**config.mk**
```make
export PLATFORM = sky130hd
export DESIGN_NAME = bip_buffer_record_queue_unit_flat
export DESIGN_NICKNAME = d
export VERILOG_FILES = /design/src/bbrq_pkg.sv /design/src/bbrq_ifs.sv /design/src/bbrq_byte_ram.sv /design/src/bbrq_seq.sv /design/src/bip_buffer_record_queue_unit.sv /design/src/flat_wrapper.sv
export VERILOG_INCLUDE_DIRS = /design/src /design/src/src
export SDC_FILE = /design/constraint.sdc
export NUM_CORES = 2
export LEC_CHECK = 0
export BUFFER_PORTS_ARGS = -buffer_cell sky130_fd_sc_hd__buf_2
export CAP_MARGIN = 10
export CORE_MARGIN = 2
export CORE_UTILIZATION = 50
export CTS_BUF_LIST = sky130_fd_sc_hd__clkbuf_4 sky130_fd_sc_hd__clkbuf_8
export DETAILED_ROUTE_END_ITERATION = 12
export GPL_ROUTABILITY_DRIVEN = 0
export PLACE_DENSITY = 0.78
export REMOVE_ABC_BUFFERS = 1
export SETUP_SLACK_MARGIN = 0.1
export SLEW_MARGIN = 30
export SYNTH_ARGS = -nofsm -noshare
export SYNTH_HDL_FRONTEND = slang
export SYNTH_SLANG_ARGS = --single-unit
```
**constraint.sdc**
```tcl
create_clock -name clk -period 19.5 [get_ports clk]
set_clock_uncertainty 0.15 [all_clocks]
set_input_delay 0.975 -clock clk [delete_from_list [all_inputs] [get_ports clk]]
set_output_delay 0.975 -clock clk [all_outputs]
set_load 0.02 [all_outputs]
```
**src/assert_macros.svh**
```systemverilog
// Assertion macros used by the RTL of the record queue unit.
// No dependencies; defining ASSERT_OFF compiles every check away.
`ifndef ASSERT_MACROS_SVH
`define ASSERT_MACROS_SVH
`ifndef ASSERT_OFF
// Check a property on every rising edge, masked while reset is asserted.
`define ASSERT_PROP(lbl, clk, rst_n, prop) \
	lbl: assert property (@(posedge clk) disable iff (!rst_n) prop) \
		else $error("assertion failed");
// Check that a condition never holds.
`define ASSERT_NEVER(lbl, clk, rst_n, expr) \
	`ASSERT_PROP(lbl, clk, rst_n, !(expr))
`else
`define ASSERT_PROP(lbl, clk, rst_n, prop)
`define ASSERT_NEVER(lbl, clk, rst_n, expr)
`endif
`endif

```
**src/bbrq_pkg.sv**
```systemverilog
// Shared constants, codes and types of the bipartite-buffer record queue.
// No dependencies.
package bbrq_pkg;

	localparam int CAPACITY      = 256;
	localparam int MAX_REC_BYTES = 8;
	localparam int PTR_W         = $clog2(CAPACITY) + 1;
	localparam int SUM_W         = PTR_W + 1;
	localparam int ADDR_W        = $clog2(CAPACITY);
	localparam int LEN_W         = 4;
	localparam int IDX_W         = 3;
	localparam int REC_W         = 64;
	localparam int MODE_W        = 2;

	typedef enum logic [MODE_W-1:0] {
		MODE_ENQ    = 2'd0,
		MODE_DEQ    = 2'd1,
		MODE_PEEK   = 2'd2,
		MODE_STATUS = 2'd3
	} mode_t;

	typedef enum logic [1:0] {
		SEQ_IDLE,
		SEQ_WRITE,
		SEQ_READ,
		SEQ_DRAIN
	} seq_state_t;

	// Command from the pointer logic to the byte sequencer.
	typedef struct packed {
		logic              start;
		logic              wr;
		logic [ADDR_W-1:0] base;
		logic [IDX_W-1:0]  last_idx;
		logic [REC_W-1:0]  data;
	} seq_cmd_t;

	// Status from the byte sequencer.
	typedef struct packed {
		logic             idle;
		logic             done;
		logic [REC_W-1:0] record;
	} seq_sts_t;

endpackage

```
**src/bbrq_ifs.sv**
```systemverilog
// Valid/ready channel interfaces for the record queue: request and result.
// Depends on bbrq_pkg for payload widths.
interface bbrq_in_if;
	logic                         valid;
	logic                         ready;
	logic [bbrq_pkg::MODE_W-1:0]  mode;
	logic [bbrq_pkg::REC_W-1:0]   record_in;

	modport source (output valid, mode, record_in, input ready);
	modport sink (input valid, mode, record_in, output ready);
endinterface

interface bbrq_out_if;
	logic                         valid;
	logic                         ready;
	logic                         ok;
	logic [bbrq_pkg::REC_W-1:0]   record_out;
	logic [bbrq_pkg::PTR_W-1:0]   used_bytes;
	logic                         empty_res;

	modport source (output valid, ok, record_out, used_bytes, empty_res, input ready);
	modport sink (input valid, ok, record_out, used_bytes, empty_res, output ready);
endinterface

```
**src/bbrq_byte_ram.sv**
```systemverilog
// Generic single-write, single-read RAM with registered read data.
// No dependencies.
module bbrq_byte_ram #(
	parameter int DEPTH = 256,
	parameter int WIDTH = 8
) (
	input  logic                     clk,
	input  logic                     we,
	input  logic [$clog2(DEPTH)-1:0] waddr,
	input  logic [WIDTH-1:0]         wdata,
	input  logic [$clog2(DEPTH)-1:0] raddr,
	output logic [WIDTH-1:0]         rdata
);

	logic [WIDTH-1:0] mem [DEPTH];

	// Write one entry and read one entry per cycle.
	always_ff @(posedge clk) begin
		if (we) begin
			mem[waddr] <= wdata;
		end
		rdata <= mem[raddr];
	end

endmodule

```
**src/bbrq_seq.sv**
```systemverilog
// Byte sequencer: moves one record between the shift register and the byte
// store, one byte per cycle through a shared address incrementer.
// Depends on bbrq_pkg and bbrq_byte_ram.
module bbrq_seq (
	input  logic               clk,
	input  logic               arst_n,
	input  bbrq_pkg::seq_cmd_t cmd,
	output bbrq_pkg::seq_sts_t sts
);

	bbrq_pkg::seq_state_t state_q, state_d;

	logic [bbrq_pkg::ADDR_W-1:0] addr_q, addr_inc;
	logic [bbrq_pkg::IDX_W-1:0]  idx_q, last_q, pidx_s1;
	logic [bbrq_pkg::REC_W-1:0]  data_q, rec_q, rec_next;
	logic                        pend_s1;
	logic                        is_last;
	logic                        ram_we;
	logic [7:0]                  ram_rdata;

	// Shared address incrementer and byte-count compare.
	assign addr_inc = addr_q + 1'b1;
	assign is_last  = (idx_q == last_q);

	bbrq_byte_ram #(
		.DEPTH (bbrq_pkg::CAPACITY),
		.WIDTH (8)
	) u_ram (
		.clk   (clk),
		.we    (ram_we),
		.waddr (addr_q),
		.wdata (data_q[7:0]),
		.raddr (addr_q),
		.rdata (ram_rdata)
	);

	// Merge the byte returned by the memory into the record.
	always_comb begin
		rec_next = rec_q;
		if (pend_s1) begin
			rec_next[{pidx_s1, 3'b000} +: 8] = ram_rdata;
		end
	end

	// Next state.
	always_comb begin
		state_d = state_q;
		case (state_q)
			bbrq_pkg::SEQ_IDLE: begin
				if (cmd.start) begin
					state_d = cmd.wr ? bbrq_pkg::SEQ_WRITE : bbrq_pkg::SEQ_READ;
				end
			end
			bbrq_pkg::SEQ_WRITE: begin
				if (is_last) begin
					state_d = bbrq_pkg::SEQ_IDLE;
				end
			end
			bbrq_pkg::SEQ_READ: begin
				if (is_last) begin
					state_d = bbrq_pkg::SEQ_DRAIN;
				end
			end
			bbrq_pkg::SEQ_DRAIN: begin
				state_d = bbrq_pkg::SEQ_IDLE;
			end
			default: begin
				state_d = bbrq_pkg::SEQ_IDLE;
			end
		endcase
	end

	// Outputs.
	always_comb begin
		ram_we     = 1'b0;
		sts.idle   = 1'b0;
		sts.done   = 1'b0;
		sts.record = rec_next;
		case (state_q)
			bbrq_pkg::SEQ_IDLE: begin
				sts.idle = 1'b1;
			end
			bbrq_pkg::SEQ_WRITE: begin
				ram_we   = 1'b1;
				sts.done = is_last;
			end
			bbrq_pkg::SEQ_READ: begin
				sts.done = 1'b0;
			end
			bbrq_pkg::SEQ_DRAIN: begin
				sts.done = 1'b1;
			end
			default: begin
				sts.idle = 1'b0;
			end
		endcase
	end

	// Control state.
	always_ff @(posedge clk or negedge arst_n) begin
		if (!arst_n) begin
			state_q <= bbrq_pkg::SEQ_IDLE;
			pend_s1 <= 1'b0;
		end else begin
			state_q <= state_d;
			pend_s1 <= (state_q == bbrq_pkg::SEQ_READ);
		end
	end

	// Load on start, advance address and byte index while moving bytes.
	always_ff @(posedge clk) begin
		pidx_s1 <= idx_q;
		if (state_q == bbrq_pkg::SEQ_IDLE && cmd.start) begin
			addr_q <= cmd.base;
			idx_q  <= '0;
			last_q <= cmd.last_idx;
			data_q <= cmd.data;
			rec_q  <= '0;
		end else begin
			rec_q <= rec_next;
			if (state_q == bbrq_pkg::SEQ_WRITE || state_q == bbrq_pkg::SEQ_READ) begin
				addr_q <= addr_inc;
				idx_q  <= idx_q + 1'b1;
				data_q <= data_q >> 8;
			end
		end
	end

endmodule

```
**src/bip_buffer_record_queue_unit.sv**
```systemverilog
// Bipartite-buffer record queue. Status-only and failed requests: result
// registered on the accepting edge, next request taken once the result slot
// is free. Enqueue, dequeue and peek of an n-byte record move one byte per
// cycle through the byte store, with registered read data; no new request
// is taken until the sequencer is idle. Asynchronous reset clears the region
// pointers and sets the record length to 1; the byte store is not cleared.
`include "assert_macros.svh"
module bip_buffer_record_queue_unit (
	input  logic                        clk,
	input  logic                        arst_n,
	input  logic                        cfg_we,
	input  logic [bbrq_pkg::LEN_W-1:0]  cfg_wdata,
	bbrq_in_if.sink                     in_ch,
	bbrq_out_if.source                  out_ch
);

	localparam logic [bbrq_pkg::SUM_W-1:0] CAP = bbrq_pkg::SUM_W'(bbrq_pkg::CAPACITY);

	logic [bbrq_pkg::LEN_W-1:0] len_q;
	logic [bbrq_pkg::PTR_W-1:0] rs_q, ae_q, be_q;
	logic                       bact_q;
	logic                       out_valid_q, ok_q, empty_q;
	logic [bbrq_pkg::REC_W-1:0] rec_q;
	logic [bbrq_pkg::PTR_W-1:0] used_q;

	bbrq_pkg::mode_t            mode;
	bbrq_pkg::seq_cmd_t         cmd;
	bbrq_pkg::seq_sts_t         sts;
	logic                       acc;
	logic [bbrq_pkg::LEN_W-1:0] n_c;
	logic [bbrq_pkg::SUM_W-1:0] nx, rs10, ae10, be10, room, rs_inc;
	logic [bbrq_pkg::SUM_W-1:0] nrs, nae, nbe, used_sum;
	logic                       nbact, can_enq, can_rd, ok_c, upd_c;

	assign mode = bbrq_pkg::mode_t'(in_ch.mode);

	// Clamp the record length to 1..MAX_REC_BYTES.
	always_comb begin
		n_c = len_q;
		if (len_q == '0) begin
			n_c = bbrq_pkg::LEN_W'(1);
		end else if (len_q > bbrq_pkg::LEN_W'(bbrq_pkg::MAX_REC_BYTES)) begin
			n_c = bbrq_pkg::LEN_W'(bbrq_pkg::MAX_REC_BYTES);
		end
	end

	assign nx   = bbrq_pkg::SUM_W'(n_c);
	assign rs10 = bbrq_pkg::SUM_W'(rs_q);
	assign ae10 = bbrq_pkg::SUM_W'(ae_q);
	assign be10 = bbrq_pkg::SUM_W'(be_q);

	// Room checks for the region being written and for the front record.
	assign room    = bact_q ? (rs10 - be10) : (CAP - ae10);
	assign can_enq = (room >= nx);
	assign can_rd  = (rs_q != ae_q) && ((ae10 - rs10) >= nx) && ((rs10 + nx) <= CAP);
	assign rs_inc  = rs10 + nx;

	// Pointer update for the request; open region B when the room in front
	// of A exceeds the room after A.
	always_comb begin
		nrs   = rs10;
		nae   = ae10;
		nbe   = be10;
		nbact = bact_q;
		ok_c  = 1'b0;
		upd_c = 1'b0;
		case (mode)
			bbrq_pkg::MODE_ENQ: begin
				if (can_enq) begin
					ok_c  = 1'b1;
					upd_c = 1'b1;
					if (bact_q) begin
						nbe = be10 + nx;
					end else begin
						nae = ae10 + nx;
					end
				end
			end
			bbrq_pkg::MODE_DEQ: begin
				if (can_rd) begin
					ok_c  = 1'b1;
					upd_c = 1'b1;
					nrs   = rs_inc;
					if (rs_inc == ae10) begin
						nrs = '0;
						if (bact_q) begin
							nae   = be10;
							nbe   = '0;
							nbact = 1'b0;
						end else begin
							nae = '0;
						end
					end
				end
			end
			bbrq_pkg::MODE_PEEK: begin
				ok_c = can_rd;
			end
			bbrq_pkg::MODE_STATUS: begin
				ok_c = 1'b0;
			end
			default: begin
				ok_c = 1'b0;
			end
		endcase
		if (upd_c && ((CAP - nae) < (nrs - nbe))) begin
			nbact = 1'b1;
		end
	end

	assign used_sum = (nae - nrs) + nbe;

	// Byte work goes to the sequencer; the output slot must be free.
	assign in_ch.ready = sts.idle && (!out_valid_q || out_ch.ready);
	assign acc         = in_ch.valid && in_ch.ready;

	always_comb begin
		cmd.start    = acc && ok_c;
		cmd.wr       = (mode == bbrq_pkg::MODE_ENQ);
		cmd.base     = (mode == bbrq_pkg::MODE_ENQ) ?
		               (bact_q ? be_q[bbrq_pkg::ADDR_W-1:0] : ae_q[bbrq_pkg::ADDR_W-1:0]) :
		               rs_q[bbrq_pkg::ADDR_W-1:0];
		cmd.last_idx = bbrq_pkg::IDX_W'(n_c - 1'b1);
		cmd.data     = in_ch.record_in;
	end

	bbrq_seq u_seq (
		.clk    (clk),
		.arst_n (arst_n),
		.cmd    (cmd),
		.sts    (sts)
	);

	// Configuration and region pointers.
	always_ff @(posedge clk or negedge arst_n) begin
		if (!arst_n) begin
			len_q  <= bbrq_pkg::LEN_W'(1);
			rs_q   <= '0;
			ae_q   <= '0;
			be_q   <= '0;
			bact_q <= 1'b0;
		end else begin
			if (cfg_we) begin
				len_q <= cfg_wdata;
			end
			if (acc) begin
				rs_q   <= nrs[bbrq_pkg::PTR_W-1:0];
				ae_q   <= nae[bbrq_pkg::PTR_W-1:0];
				be_q   <= nbe[bbrq_pkg::PTR_W-1:0];
				bact_q <= nbact;
			end
		end
	end

	// Result valid: set on accept when no byte work is needed, else on done.
	always_ff @(posedge clk or negedge arst_n) begin
		if (!arst_n) begin
			out_valid_q <= 1'b0;
		end else if (acc) begin
			out_valid_q <= !cmd.start;
		end else if (sts.done) begin
			out_valid_q <= 1'b1;
		end else if (out_ch.ready) begin
			out_valid_q <= 1'b0;
		end
	end

	// Result payload.
	always_ff @(posedge clk) begin
		if (acc) begin
			ok_q    <= ok_c;
			used_q  <= used_sum[bbrq_pkg::PTR_W-1:0];
			empty_q <= (nrs == nae);
			rec_q   <= '0;
		end else if (sts.done) begin
			rec_q <= sts.record;
		end
	end

	assign out_ch.valid      = out_valid_q;
	assign out_ch.ok         = ok_q;
	assign out_ch.record_out = rec_q;
	assign out_ch.used_bytes = used_q;
	assign out_ch.empty_res  = empty_q;

	`ASSERT_NEVER(a_no_accept_over_result, clk, arst_n, acc && out_valid_q && !out_ch.ready)
	`ASSERT_NEVER(a_read_not_past_end, clk, arst_n, rs_q > ae_q)
	`ASSERT_NEVER(a_b_empty_when_closed, clk, arst_n, !bact_q && (be_q != '0))
	`ASSERT_NEVER(a_b_behind_read, clk, arst_n, bact_q && (be_q > rs_q))

endmodule
```
**src/flat_wrapper.sv**
```systemverilog
// flat-port wrapper written by rule: the top's interface ports become plain ports
module bip_buffer_record_queue_unit_flat 
  (clk, arst_n, cfg_we, cfg_wdata, in_ch_valid, in_ch_mode, in_ch_record_in, in_ch_ready, out_ch_valid, out_ch_ok, out_ch_record_out, out_ch_used_bytes, out_ch_empty_res, out_ch_ready);
  bbrq_in_if in_ch_i ();
  bbrq_out_if out_ch_i ();
  input  logic clk;
  input  logic arst_n;
  input  logic cfg_we;
  input  logic [bbrq_pkg::LEN_W-1:0] cfg_wdata;
  input wire logic [$bits(in_ch_i.valid)-1:0] in_ch_valid;
  input wire logic [$bits(in_ch_i.mode)-1:0] in_ch_mode;
  input wire logic [$bits(in_ch_i.record_in)-1:0] in_ch_record_in;
  output wire logic [$bits(in_ch_i.ready)-1:0] in_ch_ready;
  output wire logic [$bits(out_ch_i.valid)-1:0] out_ch_valid;
  output wire logic [$bits(out_ch_i.ok)-1:0] out_ch_ok;
  output wire logic [$bits(out_ch_i.record_out)-1:0] out_ch_record_out;
  output wire logic [$bits(out_ch_i.used_bytes)-1:0] out_ch_used_bytes;
  output wire logic [$bits(out_ch_i.empty_res)-1:0] out_ch_empty_res;
  input wire logic [$bits(out_ch_i.ready)-1:0] out_ch_ready;
  assign in_ch_i.valid = in_ch_valid;
  assign in_ch_i.mode = in_ch_mode;
  assign in_ch_i.record_in = in_ch_record_in;
  assign in_ch_ready = in_ch_i.ready;
  assign out_ch_valid = out_ch_i.valid;
  assign out_ch_ok = out_ch_i.ok;
  assign out_ch_record_out = out_ch_i.record_out;
  assign out_ch_used_bytes = out_ch_i.used_bytes;
  assign out_ch_empty_res = out_ch_i.empty_res;
  assign out_ch_i.ready = out_ch_ready;
  bip_buffer_record_queue_unit u_core (.clk(clk), .arst_n(arst_n), .cfg_we(cfg_we), .cfg_wdata(cfg_wdata), .in_ch(in_ch_i), .out_ch(out_ch_i));
endmodule
```
==> run_results.csv <==
group,metric,value,unit
sta,fin_crit,7850,ps
detailed_routing,wl_per_cell,27.7,µm
logic_synthesis,yosysWarningCount,0,
detailed_routing,finalWirelength,221000,µm
critical_path,reg2reg_setup_slack,11650,ps
sta,hold_viol_final,0,
die,die-area,0.191,mm²
critical_path,crit_start,"u_core.len_q[1]",
sta,setup_tns,0,ps
place,pre_cts_ws,11870,ps
flow_run,maxCapViolCount,0,
detailed_routing,vias,49600,
logic_synthesis,yosys-top-cells-count,"2134 x edfxtp_1, 646 x mux4_2, 492 x nor2_1, 179 x clkbuf_1, 146 x nand2_1",
finish,fillCellCount,13400,
critical_path,crit_type,"reg2reg",
detailed_routing,routed_via_density,6.23,
clock_tree,cts_made_buffers,367,
sta,worst_slack,11650,ps
critical_path,worstRegToRegCells,33,
logic_synthesis,synth_seq_cells,2312,
logic_synthesis,syn_area_per_cell,19.2,µm²
critical_path,crit_buf_inv,1,
die,floorplan.initialDensity,0.504,
grt,grt_antenna_before_repair,6,
detailed_routing,first_pass_iters,6,
grt,grt_pass1_vias,49000,
finish,instances_no_fill,7966,
sta,slew_viol_final,0,
logic_synthesis,yosysUniqueCellTypes,100,
critical_path,path_max_fanout,8,
clock_tree,cts_tree,"yes",
logic_synthesis,async_flop_share,0.0156,
clock_tree,cts_root_buf,"clkbuf_8",
logic_synthesis,synth_area_leaders,"edfxtp_1 68%, mux4_2 16%, dfxtp_1 3.0%, nor2_1 2.0%, ha_1 1.2%",
logic_synthesis,synth_area_leader_cell,"edfxtp_1",
critical_path,cp.depth,33,
grt,grt_first_pass_wirelength,325000,µm
finish,fin_area,0.104,mm²
place,hpwlAfterDp,132000,µm
outcome,outcome,"finished clean",
power_and_ir_drop,leakagePower,33.8,nW
finish,post-route-util,0.562,
critical_path,arrival,8640,ps
critical_path,r2r_start,"u_core.len_q[1]",
grt,grt_remaining_overflow,0,
logic_synthesis,synth_cells,4890,
logic_synthesis,synth-main-ff-cell,"edfxtp_1",
critical_path,critPathRequiredTime,20280,ps
power_and_ir_drop,ir_drop,195,µV
clock_tree,cts.repair.resized,0,
power_and_ir_drop,sw_frac_of_total,0.342,
power_and_ir_drop,internal-power,11.0,mW
finish,nNetsFinal,5389,
clock_tree,post-cts-setup-buffers,0,
place,dpl_cell_area,0.0973,mm²
clock_tree,cts_sinks,2312,
power_and_ir_drop,comb_power_share,0.361,
logic_synthesis,synth_edf_count,2134,
power_and_ir_drop,p_per_area,160,mW/mm²
grt,grt_max_degree,225,
critical_path,endpoint,"u_core.bact_q",
grt,globalRouteTotalUtil,0.230,
detailed_routing,first_iter_violations,6277,
die,ioPinCount,152,
critical_path,critPathSlowestCell,"a2111oi_0",
die,core,0.186,mm²
critical_path,endpoint_kind,"register",
logic_synthesis,ys_seq_area_frac,0.724,
place,dp.cells,7316,
power_and_ir_drop,p_switching,5.72,mW
sta,setup_viol,0,
critical_path,cpPeakStageDelay,500,ps
power_and_ir_drop,seqPwrFrac,0.400,
finish,final_layout_size_suffix_gt1_frac,0.284,
clock_tree,cts_max_path_buffers,4,
critical_path,r2r_end,"u_core.bact_q",
clock_tree,cts_max_level,5,
die,die_w,437,µm
sta,fin_crit_sh,0.403,
sta,rsz0062_at_grt,"false",
place,portBuffers,151,
sta,fmax,0.127,GHz
logic_synthesis,yosysTopAreaCellShare,0.684,
critical_path,start_kind,"register",
power_and_ir_drop,clockPowerShare,0.239,
detailed_routing,ant_nets,0,
die,die_h,437,µm
die,row_count,158,
sta,slew_headroom,0.326,
logic_synthesis,netlist_area,0.0937,mm²
clock_tree,clk_pin_slew,60,ps
finish,syn_to_final_growth,11.5,%
detailed_routing,drc,0,
sta,tightest_slew,1010,ps
logic_synthesis,yosysMostFrequentCell,"edfxtp_1",
clock_tree,clk-insertion-delay-late,1040,ps
critical_path,path_delay_family,"compound AO/OA/AOI/OAI gates",
hold_path,hp-class,"in2reg",
-- final cells by class --
class                      instances  area [µm²]  area share
timing repair buffer             245        1720      0.0165
tap                             2480        3100      0.0297
clock buffer                     481        6010      0.0576
inverter                          86         325     0.00311
antenna                            5        12.5    0.000120
multi-input combinational       2205       24500       0.235
clock inverter                   152         966     0.00925
sequential                      2312       67800       0.649
-- through the flow --
step	hold WS [ps]	power [mW]
global placement	243	12.6
floorplan	223	12.6
detailed placement	246	12.8
finish	88.7	16.7
global route	38.1	17.4
CTS	0.0950	16.7
-- logic make-up after synthesis --
group / share of synthesized area
xor+xnor: 0.00739
simple gates: 0.0420
buf+inv: 0.0157
mux: 0.168
flops: 0.724
compound gates: 0.0292
fa+ha+maj: 0.0140
-- worst min path at each step --
stage	to	cells after the start	slack [ps]	from
3_5_place_dp	u_core.u_seq.pidx_s1[2]	0	250	u_core.u_seq.idx_q[2]
4_1_cts	u_core.u_seq.data_q[57]	2	0.1	in_ch_record_in[57]
3_3_place_gp	u_core.u_seq.pidx_s1[2]	0	240	u_core.u_seq.idx_q[2]
6_report	u_core.len_q[3]	3	90	cfg_wdata[3]
2_1_floorplan	u_core.u_seq.pidx_s1[2]	0	220	u_core.u_seq.idx_q[2]
5_1_grt	u_core.u_seq.data_q[36]	2	40	in_ch_record_in[36]
-- flip-flops by register name (all words and copies together) (netlist names), 4 cells and up --
| register | cells |
|---|---|
| u_core.u_seq.data_q | 64 |
| u_core.be_q | 9 |
| u_core.u_seq.rec_q | 64 |
| u_core.out_ch.used_bytes | 9 |
| u_core.len_q | 4 |
| u_core.u_seq.u_ram.rdata | 8 |
| u_core.u_seq.addr_q | 8 |
| u_core.ae_q | 9 |
| u_core.out_ch.record_out | 64 |
| u_core.u_seq.u_ram.mem | 2048 |
| u_core.rs_q | 9 |
-- worst register-to-register path, delay by kind of cell, from the launching register on --
kind,cells,cell delay [ps]
AOI/OAI and AO/OA,13,3180
and+or+nand+nor,13,2400
xor gates and xnor gates,2,260
adders and majority gates,4,1250
buffers and inverters,1,130
DFF,1,420
-- layer usage --
metal,wire [µm],GRT usage,up-vias,share of wire
met4,7850,0.0836,4,0.036
met5,27,0,-,0.00012
met3,23100,0.0479,461,0.10
li1,-,-,20500,-
met2,105000,0.360,3127,0.48
met1,84300,0.322,25600,0.38
-- cell usage in the layout (no fill, tap or decap), drive strengths merged, types with 9 or more instances in the layout --
cell type / instances
a211oi: 67
a21o: 10
a21oi: 95
a22oi: 14
a31oi: 12
a32oi: 10
and2: 9
and3: 14
buf: 236
bufinv: 11
clkbuf: 481
clkinv: 129
dfrtp: 35
dfxtp: 142
dlygate4sd3: 9
edfxtp: 2134
fa: 9
ha: 88
inv: 92
mux2: 71
mux2i: 35
mux4: 646
nand2: 147
nand2b: 18
nand3: 72
nand4: 24
nor2: 493
nor2b: 30
nor3: 31
o211ai: 16
o21a: 9
o21ai: 80
xnor2: 50
xor2: 29
-- timing repair --
action                                  in CTS  in global routing
hold buffers                                 9                  0
endpoints found under the hold margin       43                  0
endpoints found under the setup margin       0                  0
-- power by group through the flow --
stage / combinational (mW) / clock, mW / sequential [mW]
floorplan: 4.89 / 0 / 7.73
global placement: 5.81 / 0 / 6.78
detailed placement: 5.97 / 0 / 6.79
CTS: 6.00 / 4.04 / 6.68
global route: 6.41 / 4.25 / 6.70
finish: 6.04 / 3.99 / 6.68
Power figures use the tool's default switching activity.
